File: src/rtl/fan_tach_rpm_meter_core_assert.svh
// Assertion macros for the RTL of the fan tachometer meter.
`ifndef FAN_TACH_RPM_METER_CORE_ASSERT_SVH
`define FAN_TACH_RPM_METER_CORE_ASSERT_SVH

// The consequent must hold in the same cycle as the antecedent.
`define FTRM_ASSERT_SAME(label, clk, rst, ante, cons) \
   label: assert property (@(posedge clk) disable iff (rst) (ante) |-> (cons)) \
      else $error("assertion failed");

// The consequent must hold in the cycle after the antecedent.
`define FTRM_ASSERT_NEXT(label, clk, rst, ante, cons) \
   label: assert property (@(posedge clk) disable iff (rst) (ante) |=> (cons)) \
      else $error("assertion failed");

`endif

File: src/rtl/fantach_pkg.sv
package fantach_pkg;

   localparam int unsigned MICROS_PER_MINUTE = 60000000;

   localparam int unsigned TIME_US_WIDTH  = 32;
   localparam int unsigned DEBOUNCE_WIDTH = 16;
   localparam int unsigned PPR_WIDTH      = 4;
   localparam int unsigned RPM_WIDTH      = 16;
   localparam int unsigned CSR_DATA_WIDTH = 32;
   localparam int unsigned CSR_ADDR_WIDTH = 3;

   localparam logic REG_DEBOUNCE = 1'b0;
   localparam logic REG_PPR      = 1'b1;

   localparam logic [DEBOUNCE_WIDTH-1:0] DEBOUNCE_RESET = 16'd800;
   localparam logic [PPR_WIDTH-1:0]      PPR_RESET      = 4'd2;

   localparam logic MODE_PULSE  = 1'b0;
   localparam logic MODE_UPDATE = 1'b1;

   // The blend sum 7*old + 3*instant needs four bits above the rpm value.
   localparam int unsigned SUM_GUARD_BITS = 4;
   localparam int unsigned BLEND_OLD      = 7;
   localparam int unsigned BLEND_NEW      = 3;
   localparam int unsigned BLEND_DIVISOR  = 10;

endpackage

File: src/rtl/fan_tach_rpm_meter_core.sv
// Fan tachometer rpm meter.
// The req channel carries one item per transfer: req_mode low is a tach edge
// with its microsecond timestamp in req_time_us, req_mode high asks for an
// rpm update. An edge produces no result and is kept as the new period only
// when it lies at least debounce_us after the last kept edge. An update
// produces one rsp transfer carrying rsp_rpm, the integer part of the
// smoothed speed.
// An update first forms period * pulses_per_rev, then a restoring divider
// retires one quotient bit per cycle, first for the instant speed; the blend
// sum is then formed and the divider divides it by ten. When no period has
// been measured yet, the update skips the division and reports the speed as
// it stands. One item is worked on at a time; req_stall is high while an
// update is in progress.
// The result waits in an output register, so a stalled receiver does not
// block new edges; a following update finishes and then waits until the
// output register is free. Reset is synchronous: it restores debounce_us to
// 800 and pulses_per_rev to 2, and clears the period, last edge and speed.
// Configuration registers are at byte addresses 0 and 4 of the csr port.
`include "fan_tach_rpm_meter_core_assert.svh"

module fan_tach_rpm_meter_core
   import fantach_pkg::*;
#(
   parameter int unsigned RPM_FRAC_BITS = 8,
   parameter int unsigned TIME_WIDTH    = 32
) (
   input  logic                        clock,
   input  logic                        reset,
   input  logic                        req_valid,
   output logic                        req_stall,
   input  logic                        req_mode,
   input  logic [TIME_US_WIDTH-1:0]    req_time_us,
   output logic                        rsp_valid,
   input  logic                        rsp_stall,
   output logic [RPM_WIDTH-1:0]        rsp_rpm,
   input  logic                        csr_psel,
   input  logic                        csr_penable,
   input  logic                        csr_pwrite,
   input  logic [CSR_ADDR_WIDTH-1:0]   csr_paddr,
   input  logic [CSR_DATA_WIDTH-1:0]   csr_pwdata,
   output logic [CSR_DATA_WIDTH-1:0]   csr_prdata,
   output logic                        csr_pready
);

   localparam int unsigned QW   = RPM_WIDTH + RPM_FRAC_BITS;
   localparam int unsigned SUMW = QW + SUM_GUARD_BITS;
   localparam int unsigned DW   = TIME_WIDTH + PPR_WIDTH;
   localparam int unsigned CNTW = $clog2(SUMW);

   localparam int unsigned NUM_HIGH  = MICROS_PER_MINUTE >> RPM_WIDTH;
   localparam int unsigned NUM_LOW16 = MICROS_PER_MINUTE % (1 << RPM_WIDTH);
   localparam logic [QW-1:0] NUM_LOW = QW'(NUM_LOW16) << RPM_FRAC_BITS;

   localparam logic [2:0] S_IDLE  = 3'd0;
   localparam logic [2:0] S_MUL   = 3'd1;
   localparam logic [2:0] S_QUOT  = 3'd2;
   localparam logic [2:0] S_SUM   = 3'd3;
   localparam logic [2:0] S_BLEND = 3'd4;
   localparam logic [2:0] S_DONE  = 3'd5;

   logic [2:0]                state_ff, state_in;
   logic [DEBOUNCE_WIDTH-1:0] debounce_ff, debounce_in;
   logic [PPR_WIDTH-1:0]      ppr_ff, ppr_in;
   logic [TIME_WIDTH-1:0]     last_edge_ff, last_edge_in;
   logic [TIME_WIDTH-1:0]     period_ff, period_in;
   logic [QW-1:0]             smoothed_ff, smoothed_in;
   logic                      rsp_valid_ff, rsp_valid_in;
   logic [RPM_WIDTH-1:0]      rsp_rpm_ff, rsp_rpm_in;

   logic [DW-1:0]             rem_ff, rem_in;
   logic [DW-1:0]             dvs_ff, dvs_in;
   logic [SUMW-1:0]           dvd_ff, dvd_in;
   logic [SUMW-1:0]           quo_ff, quo_in;
   logic [CNTW-1:0]           cnt_ff, cnt_in;
   logic                      sat_ff, sat_in;

   logic                      req_take;
   logic                      csr_write;
   logic                      out_free;
   logic [TIME_WIDTH-1:0]     edge_time;
   logic [TIME_WIDTH-1:0]     edge_delta;
   logic [PPR_WIDTH-1:0]      ppr_eff;
   logic [DW-1:0]             product;
   logic [DW:0]               trial;
   logic                      trial_fits;
   logic [DW-1:0]             step_rem;
   logic [SUMW-1:0]           step_quo;
   logic [QW-1:0]             instant;
   logic [SUMW-1:0]           old_ext;
   logic [SUMW-1:0]           new_ext;
   logic [SUMW-1:0]           blend_sum;
   logic                      div_active;

   assign req_stall  = (state_ff != S_IDLE);
   assign req_take   = req_valid && !req_stall;
   assign csr_write  = csr_psel && csr_penable && csr_pwrite && csr_pready;
   assign csr_pready = 1'b1;
   assign out_free   = !rsp_valid_ff || !rsp_stall;
   assign rsp_valid  = rsp_valid_ff;
   assign rsp_rpm    = rsp_rpm_ff;
   assign div_active = (state_ff == S_QUOT) || (state_ff == S_BLEND);

   always_comb begin
      unique case (csr_paddr[2])
         REG_DEBOUNCE: csr_prdata = CSR_DATA_WIDTH'(debounce_ff);
         REG_PPR:      csr_prdata = CSR_DATA_WIDTH'(ppr_ff);
         default:      csr_prdata = '0;
      endcase
   end

   assign edge_time  = req_time_us[TIME_WIDTH-1:0];
   assign edge_delta = edge_time - last_edge_ff;
   assign ppr_eff    = (ppr_ff == '0) ? PPR_WIDTH'(1) : ppr_ff;
   assign product    = DW'(period_ff) * DW'(ppr_eff);

   // One restoring division step: bring down the next dividend bit.
   assign trial      = {rem_ff, dvd_ff[SUMW-1]};
   assign trial_fits = (trial >= {1'b0, dvs_ff});
   assign step_rem   = trial_fits ? DW'(trial - {1'b0, dvs_ff}) : trial[DW-1:0];
   assign step_quo   = {quo_ff[SUMW-2:0], trial_fits};

   assign instant   = sat_ff ? '1 : quo_ff[QW-1:0];
   assign old_ext   = SUMW'(smoothed_ff);
   assign new_ext   = SUMW'(instant);
   assign blend_sum = (old_ext << 3) - old_ext + (new_ext << 1) + new_ext;

   always_comb begin
      state_in     = state_ff;
      debounce_in  = debounce_ff;
      ppr_in       = ppr_ff;
      last_edge_in = last_edge_ff;
      period_in    = period_ff;
      smoothed_in  = smoothed_ff;
      rsp_rpm_in   = rsp_rpm_ff;
      rem_in       = rem_ff;
      dvs_in       = dvs_ff;
      dvd_in       = dvd_ff;
      quo_in       = quo_ff;
      cnt_in       = cnt_ff;
      sat_in       = sat_ff;

      if (out_free) begin
         rsp_valid_in = 1'b0;
      end else begin
         rsp_valid_in = rsp_valid_ff;
      end

      if (csr_write) begin
         unique case (csr_paddr[2])
            REG_DEBOUNCE: debounce_in = csr_pwdata[DEBOUNCE_WIDTH-1:0];
            REG_PPR:      ppr_in = csr_pwdata[PPR_WIDTH-1:0];
            default:      ;
         endcase
      end

      unique case (state_ff)
         S_IDLE: begin
            if (req_take) begin
               if (req_mode == MODE_PULSE) begin
                  if (edge_delta >= TIME_WIDTH'(debounce_ff)) begin
                     period_in    = edge_delta;
                     last_edge_in = edge_time;
                  end
               end else if (period_ff == '0) begin
                  state_in = S_DONE;
               end else begin
                  state_in = S_MUL;
               end
            end
         end
         S_MUL: begin
            dvs_in   = product;
            sat_in   = (product <= DW'(NUM_HIGH));
            rem_in   = DW'(NUM_HIGH);
            dvd_in   = {NUM_LOW, {SUM_GUARD_BITS{1'b0}}};
            quo_in   = '0;
            cnt_in   = CNTW'(QW - 1);
            state_in = S_QUOT;
         end
         S_QUOT: begin
            rem_in = step_rem;
            dvd_in = dvd_ff << 1;
            quo_in = step_quo;
            cnt_in = cnt_ff - CNTW'(1);
            if (cnt_ff == '0) begin
               state_in = S_SUM;
            end
         end
         S_SUM: begin
            dvs_in   = DW'(BLEND_DIVISOR);
            rem_in   = '0;
            dvd_in   = blend_sum;
            quo_in   = '0;
            cnt_in   = CNTW'(SUMW - 1);
            state_in = S_BLEND;
         end
         S_BLEND: begin
            rem_in = step_rem;
            dvd_in = dvd_ff << 1;
            quo_in = step_quo;
            cnt_in = cnt_ff - CNTW'(1);
            if (cnt_ff == '0) begin
               smoothed_in = step_quo[QW-1:0];
               state_in    = S_DONE;
            end
         end
         S_DONE: begin
            if (out_free) begin
               rsp_valid_in = 1'b1;
               rsp_rpm_in   = smoothed_ff[QW-1:RPM_FRAC_BITS];
               state_in     = S_IDLE;
            end
         end
         default: state_in = S_IDLE;
      endcase
   end

   always_ff @(posedge clock) begin
      if (reset) begin
         state_ff     <= S_IDLE;
         debounce_ff  <= DEBOUNCE_RESET;
         ppr_ff       <= PPR_RESET;
         last_edge_ff <= '0;
         period_ff    <= '0;
         smoothed_ff  <= '0;
         rsp_valid_ff <= 1'b0;
      end else begin
         state_ff     <= state_in;
         debounce_ff  <= debounce_in;
         ppr_ff       <= ppr_in;
         last_edge_ff <= last_edge_in;
         period_ff    <= period_in;
         smoothed_ff  <= smoothed_in;
         rsp_valid_ff <= rsp_valid_in;
      end
   end

   always_ff @(posedge clock) begin
      rsp_rpm_ff <= rsp_rpm_in;
      rem_ff     <= rem_in;
      dvs_ff     <= dvs_in;
      dvd_ff     <= dvd_in;
      quo_ff     <= quo_in;
      cnt_ff     <= cnt_in;
      sat_ff     <= sat_in;
   end

   `FTRM_ASSERT_NEXT(a_update_starts, clock, reset,
      req_take && req_mode == MODE_UPDATE && period_ff != '0, state_ff == S_MUL)
   `FTRM_ASSERT_NEXT(a_edge_keeps_speed, clock, reset,
      req_take && req_mode == MODE_PULSE, $stable(smoothed_ff))
   `FTRM_ASSERT_SAME(a_result_from_done, clock, reset,
      $rose(rsp_valid_ff), $past(state_ff) == S_DONE)
   `FTRM_ASSERT_SAME(a_rem_below_divisor, clock, reset,
      div_active && !(state_ff == S_QUOT && sat_ff), rem_ff < dvs_ff)

endmodule
File: config.mk
export PLATFORM = sky130hd
export DESIGN_NAME = fan_tach_rpm_meter_core
export DESIGN_NICKNAME = d
export VERILOG_FILES = /design/src/rtl/fantach_pkg.sv /design/src/rtl/fan_tach_rpm_meter_core.sv
export VERILOG_INCLUDE_DIRS = /design/src /design/src/rtl
export SDC_FILE = /design/constraint.sdc
export NUM_CORES = 1
export LEC_CHECK = 0
export ABC_AREA = 1
export BUFFER_PORTS_ARGS = -buffer_cell sky130_fd_sc_hd__buf_4
export CAP_MARGIN = 20
export CORE_MARGIN = 4
export CORE_UTILIZATION = 30
export CTS_CLUSTER_DIAMETER = 40
export CTS_CLUSTER_SIZE = 24
export DETAILED_ROUTE_END_ITERATION = 7
export REMOVE_ABC_BUFFERS = 1
export SLEW_MARGIN = 25
export SYNTH_ARGS = -nofsm -noshare
export SYNTH_HDL_FRONTEND = slang
export SYNTH_SLANG_ARGS = --single-unit
File: constraint.sdc
create_clock -name clock -period 4.7 [get_ports clock]
set_input_delay 0.235 -clock clock [delete_from_list [all_inputs] [get_ports clock]]
set_output_delay 0.235 -clock clock [all_outputs]
set_load 0.05 [all_outputs]
# ---- Word-level counts from Yosys, hierarchy flattened
# Cells that the tools add are included.
dict set report word_totals {
  inputBits 75
  latch_bits 0
  ff_bits 258
  elab_cells 78
  output_inout_bits 51
  mem_bits_rw 0
  romBits 0
  mem_count 0
}
dict set report classes {
  n_bitwise 2
  addsub 6
  reduce_logical 23
  mux 19
  order_cmp 3
  n_mul 1
  shifts 0
  div_mod_pow 0
  eq_ne 10
}
# op n
set op_table {}
lappend op_table {{case mux 36 bit (3 select lines)} 1}
lappend op_table {{case mux 28 bit (3 select lines)} 1}
lappend op_table {{case mux 36 bit (2 select lines)} 1}
lappend op_table {{case mux 32 bit (2 select lines)} 1}
lappend op_table {{case mux 24 bit (2 select lines)} 1}
lappend op_table {{>= comparator 37 x 36 -> 1 bit} 1}
lappend op_table {{less-or-equal comparator 36 x 10 -> 1 bit (second input constant)} 1}
lappend op_table {{multiplier 32 x 4 -> 36 bit} 1}
lappend op_table {{2-to-1 mux 36 bit} 1}
lappend op_table {{subtractor 36 bit} 1}
lappend op_table {{>= comparator 32 x 16 -> 1 bit} 1}
lappend op_table {{zero test 32 bit} 1}
lappend op_table {{subtractor 32 bit} 1}
lappend op_table {{adder 28 x 24 -> 28 bit} 1}
lappend op_table {{adder 28 x 25 -> 28 bit} 1}
lappend op_table {{subtractor 27 x 24 -> 28 bit} 1}
lappend op_table {{2-to-1 mux 24 bit} 1}
lappend op_table {{2-to-1 mux 3 bit} 6}
lappend op_table {{case mux 3 bit (6 select lines)} 1}
lappend op_table {{case mux 5 bit (3 select lines)} 1}
lappend op_table {{AND reduction 2 bit} 4}
lappend op_table {{== test 3 x 2 -> 1 bit (second input constant)} 2}
lappend op_table {{== test 3 bit (second input constant)} 2}
lappend op_table {{!= test 2 bit (second input constant)} 3}
lappend op_table {{other kinds (17)} 28}

# ---- Longest topological paths before layout
dict set report depth {
  depth_word 5
  mapped_depth 27
  depth_no_buf 25
}

# ---- Worst setup path after synthesis
# No wires, ideal clock.
dict set report synth_timing {
  kind {register to register}
  startpoint {register state_ff[0]}
  endpoint {register cnt_ff[0] (enable)}
  t_arrival_ns 3.781
  period_less_slack_ns 4.210
  path_slack_ns 0.490
  stages_incl_launch_ff 5
  required_ns 4.271
  setup_time_ns 0.429
  n_path_buf 0
  path_cell_list {dfxtp_1 -> inv_1 -> nor2_1 -> inv_1 -> nand2_1}
}
dict set report synth_between {
  elab_chain_cells 3
  word_cells_on_any_way 6
  classes_between {eq/ne: 4; reduce/logical: 2}
}
# item line
set synth_lines {}
lappend synth_lines {{start, declared} fan_tach_rpm_meter_core.sv:61} ;# logic [2:0] state_ff, state_in;
lappend synth_lines {{start signal, assigned} fan_tach_rpm_meter_core.sv:228} ;# state_ff <= state_in;
lappend synth_lines {{== test 3 x 2 -> 1 bit or == test 3 bit (tied branches)} fan_tach_rpm_meter_core.sv:156} ;# unique case (state_ff)
lappend synth_lines {{OR reduction 2 bit (no line)} n/a}
lappend synth_lines {{nonzero test 3 bit (no line) *} n/a}
lappend synth_lines {{end signal, assigned} fan_tach_rpm_meter_core.sv:244} ;# cnt_ff <= cnt_in;
lappend synth_lines {{end, declared} fan_tach_rpm_meter_core.sv:74} ;# logic [CNTW-1:0] cnt_ff, cnt_in;
# Every way passes the cells marked *; elsewhere a longest branch is shown, timed or not.
# A chain may end at the register's enable or synchronous reset.

# ---- Worst setup path in the final report
dict set report layout_timing {
  startpoint {register sat_ff}
  endpoint {register dvd_ff[27] (data pin)}
}
dict set report layout_between {
  elab_chain_cells 4
}
# item line
set layout_lines {}
lappend layout_lines {{start, declared} fan_tach_rpm_meter_core.sv:75} ;# logic sat_ff, sat_in;
lappend layout_lines {{start signal, assigned} fan_tach_rpm_meter_core.sv:245} ;# sat_ff <= sat_in;
lappend layout_lines {{2-to-1 mux 24 bit *} fan_tach_rpm_meter_core.sv:122} ;# assign instant = sat_ff ? '1 : quo_ff[QW-1:0];
lappend layout_lines {{adder 28 x 25 -> 28 bit} fan_tach_rpm_meter_core.sv:125} ;# assign blend_sum = (old_ext << 3) - old_ext + (new_ext << 1) + new_ext;
lappend layout_lines {{adder 28 x 24 -> 28 bit *} fan_tach_rpm_meter_core.sv:125}
lappend layout_lines {{case mux 28 bit (3 select lines) *} fan_tach_rpm_meter_core.sv:156}
lappend layout_lines {{net dvd_in[27]} fan_tach_rpm_meter_core.sv:72} ;# logic [SUMW-1:0] dvd_ff, dvd_in;
lappend layout_lines {{end signal, assigned} fan_tach_rpm_meter_core.sv:242} ;# dvd_ff <= dvd_in;
lappend layout_lines {{end, declared} fan_tach_rpm_meter_core.sv:72}
# The timed path passes the listed nets; every way through them passes the cells marked *.

==> flow_metrics.py <==
metrics = {
    "routing": {
        "drt-initial-drc-count": 970,
        "vias": 19810,
        "drc": 0,
        "ant_nets": 0,
        "vias_per_cell": 4.542,
        "first_pass_iters": 5,
        "wirelength_um": 56340,
        "drt-wirelength-per-cell_um": 12.92,
    },
    "logic_synthesis": {
        "yosys_most_used_dff": "edfxtp_1",
        "synth_top_family_by_area": "simple AND/OR/NAND/NOR gates",
        "syn_area_mm2": 0.02293,
        "synth_common_cells": "nand2_1 (731), inv_1 (636), nor2_1 (363), a21oi_1 (272), o21ai_0 (173)",
        "async_flop_share_pct": 0,
        "ys_ff_latch": 258,
        "synth.area.top_cells": "edfxtp_1 (19%), nand2_1 (12%), inv_1 (10%)",
        "netlist.area_leader.share_pct": 19.12,
        "synth_mux_area_share_pct": 0,
        "synth-simple-area-share_pct": 25.02,
        "synth_compound_area_share_pct": 12.15,
        "ys_types": 49,
        "yosysMostFrequentCell": "nand2_1",
        "synth_area_leader_cell": "edfxtp_1",
        "synth-edff-count": 146,
        "synth.yosys.seq_area_share_pct": 28.90,
        "syn_inst": 3216,
        "synth_xor_area_share_pct": 2.865,
        "yosysWarnings": 0,
        "synth_fa_ha_area_share_pct": 17.91,
        "synth_area_per_cell_um2": 7.129,
    },
    "clock_network": {
        "clock-sinks": 258,
        "clk_path_buf_depth": 3,
        "clkLatencyLatePin_ns": 0.61,
        "clk_pin_slew_ns": 0.06,
        "cts_setup_buffers": 0,
        "root_buffer": "clkbuf_16",
        "cts_tree": "yes",
        "htreeDepth": 2,
        "cts_buffers": 49,
    },
    "sta": {
        "finalCriticalPeriod_ns": 4.139,
        "worst_pin_slew_ns": 1.014,
        "final.period_utilization_pct": 88.07,
        "relSlewSlack_pct": 32.40,
        "drv_slew": 0,
        "clock_skew_ns": 0.05662,
        "worst_hold_slack_ns": 0.02187,
        "hold_violations": 0,
        "setup_viol": 0,
        "rsz0062_at_grt": "false",
        "fmax_mhz": 241.6,
    },
    "power_and_ir_drop": {
        "p_clk_share_pct": 20.6,
        "p_sw_mw": 7.856,
        "p_int_mw": 8.822,
        "p_per_area_mw_per_mm2": 623.4,
        "swShare_pct": 47.10,
        "p_comb_share_pct": 57.3,
        "p_leak_nw": 13.05,
        "ir_drop_mv": 0.3846,
        "seq_power_share_pct": 22.0,
        "power.total_mw": 16.68,
    },
    "critical_path": {
        "path_common_cell": "nand3_1",
        "slowest_stage": "fa_1",
        "crit_fanout": 18,
        "startpoint_type": "flop",
        "max_stage_delay_ns": 0.50,
        "critical-path-top-delay-family": "adder cells",
        "critPathKind": "flop to flop",
        "cp.required_ns": 5.03,
        "critical_path_buf_inv_count": 2,
        "cp-end-kind": "flop",
        "cp.arrival_ns": 4.47,
        "path_cells": "inv_1 -> buf_4 -> nand2_1 -> fa_1 -> fa_1 -> ha_1 -> a21oi_1 -> o21ai_0 -> a21oi_1 -> nand3_1 -> nand2_1 -> nand3_1 -> or2_2 -> nand3_1 -> nand3_1",
    },
    "grt": {
        "grt_pass1_wl_um": 95120,
        "grt_overflow_total": 0,
        "grt_max_degree": 73,
        "grt_pass1_vias": 19310,
        "grtUsageTotal_pct": 13.87,
        "antenna_found_initial": 0,
    },
    "floorplanning": {
        "start_util_pct": 30.24,
        "placementRows": 101,
        "core_area_mm2": 0.07582,
        "io_pins": 126,
        "fp.dieArea_mm2": 0.08091,
        "die_x_um": 284.4,
        "die_y_um": 284.4,
    },
    "finish": {
        "multiInputGateArea_mm2": 0.01339,
        "layout-drive-gt1-share_pct": 8.218,
        "ff_latch_area_mm2": 0.006626,
        "layout.nets": 3681,
        "nFillCells": 8068,
        "area_growth_pct": 16.70,
        "fin_area_mm2": 0.02675,
        "insertedDiodeCount": 0,
    },
    "hold_path": {
        "hp-class": "input pin to flop",
    },
    "placed_design": {
        "dpl.hpwl_um": 44670,
        "io_buffers": 90,
        "globalplace.congestion": 0.9043,
        "placed_cell_area_mm2": 0.02459,
    },
    "outcome": {
        "status": "complete, no violations",
    },
    "run": {
        "maxCapViolCount": 0,
    },
}
path summary, 6_finish.rpt:
| kind | startpoint | endpoint | slack [ns] | cells past startpoint |
|---|---|---|---|---|
| worst min-delay path | req_time_us[0] | last_edge_ff[0] | 0.02 | 5 |
| worst min register to register | smoothed_ff[22] | rsp_rpm[14] | 0.47 | 0 |
| worst max register to register | sat_ff | dvd_ff[27] | 0.56 | 15 |
| worst max-delay path | sat_ff | dvd_ff[27] | 0.56 | 15 |
what timing repair did:
item                      4_1_cts  5_1_grt
resized for setup               0        0
hold buffers                   51        0
hold endpoints to repair       54        0
area by class of cell:
class,instances,area share [%]
clock buffer,57,4.808
clock inverter,35,1.384
inverter,642,9.012
multi-input combinational,2225,50.04
sequential,258,24.77
tap,978,4.574
timing repair buffer,166,5.416
sequential cells by signal (all words and copies together) (netlist names), named ones only:
register	flops
rem_ff	36
rsp_rpm	16
state_ff	3
debounce_ff	16
dvd_ff	28
dvs_ff	36
sat_ff	1
cnt_ff	5
last_edge_ff	32
ppr_ff	4
period_ff	32
smoothed_ff	24
quo_ff	24
layout by cell type (no fill, tap or decap), types with 12 or more instances in the layout:
cell,netlist,final
clkbuf_16,0,49
nand3_2,51,51
nor3_1,33,33
nor2_1,363,359
o21ai_0,173,173
dlygate4sd3_1,0,51
nand4_1,21,21
ha_1,157,157
nor4_1,15,15
nand3_1,112,112
xor2_1,47,47
dfxtp_1,112,112
nand2_1,731,727
xnor2_1,28,28
a21oi_1,272,272
o21bai_1,12,12
fa_1,107,107
conb_1,2,17
edfxtp_1,146,146
buf_4,17,109
inv_1,636,635
power by group through the flow:
stage / clock network [mW] / registers (mW) / logic (mW)
after floorplan: 0 / 3.63 / 7.27
after global placement: 0 / 3.69 / 9.50
after detailed placement: 0 / 3.71 / 9.53
after CTS: 3.54 / 3.67 / 9.62
after global routing: 3.65 / 3.76 / 11.0
final: 3.44 / 3.67 / 9.56
stage by stage:
step | setup TNS [ns] | utilization, % | setup slack, ns | cells
floorplan | -121.89 | - | -1.797 | 3125
global placement | 0 | 32.43 | 0.5188 | 4218
detailed placement | 0 | 32.43 | 0.5670 | 4218
CTS | 0 | 35.29 | 0.5767 | 4361
global route | 0 | 35.29 | 0.2586 | 4361
finish | 0 | 35.29 | 0.5605 | 4361
worst min-delay path, delay by kind of cell:
| kind | cells | cell delay (ns) |
|---|---|---|
| and+or+nand+nor | 3 | 0.18 |
| buffers and inverters | 2 | 0.14 |
per-layer routing:
metal,routed length [µm],share of wire (%),vias up,GRT usage (%)
met5,0,0,-,0
met4,1367,2.4,0,3.762
met3,1942,3.4,91,1.877
met2,27320,48,306,24.54
met1,25710,46,9005,17.75
li1,-,-,10400,-
cells by family (layout without fill, tap and decap cells):
logic type	count (synthesis)	in the layout
adders and majority gates	264	264
buffers and inverters	748	900
other	2	17
and+or+nand+nor	1351	1351
DFF	258	258
AOI/OAI and AO/OA	518	518
xor gates and xnor gates	75	75
Note: power is estimated with default switching activity, not from simulation.
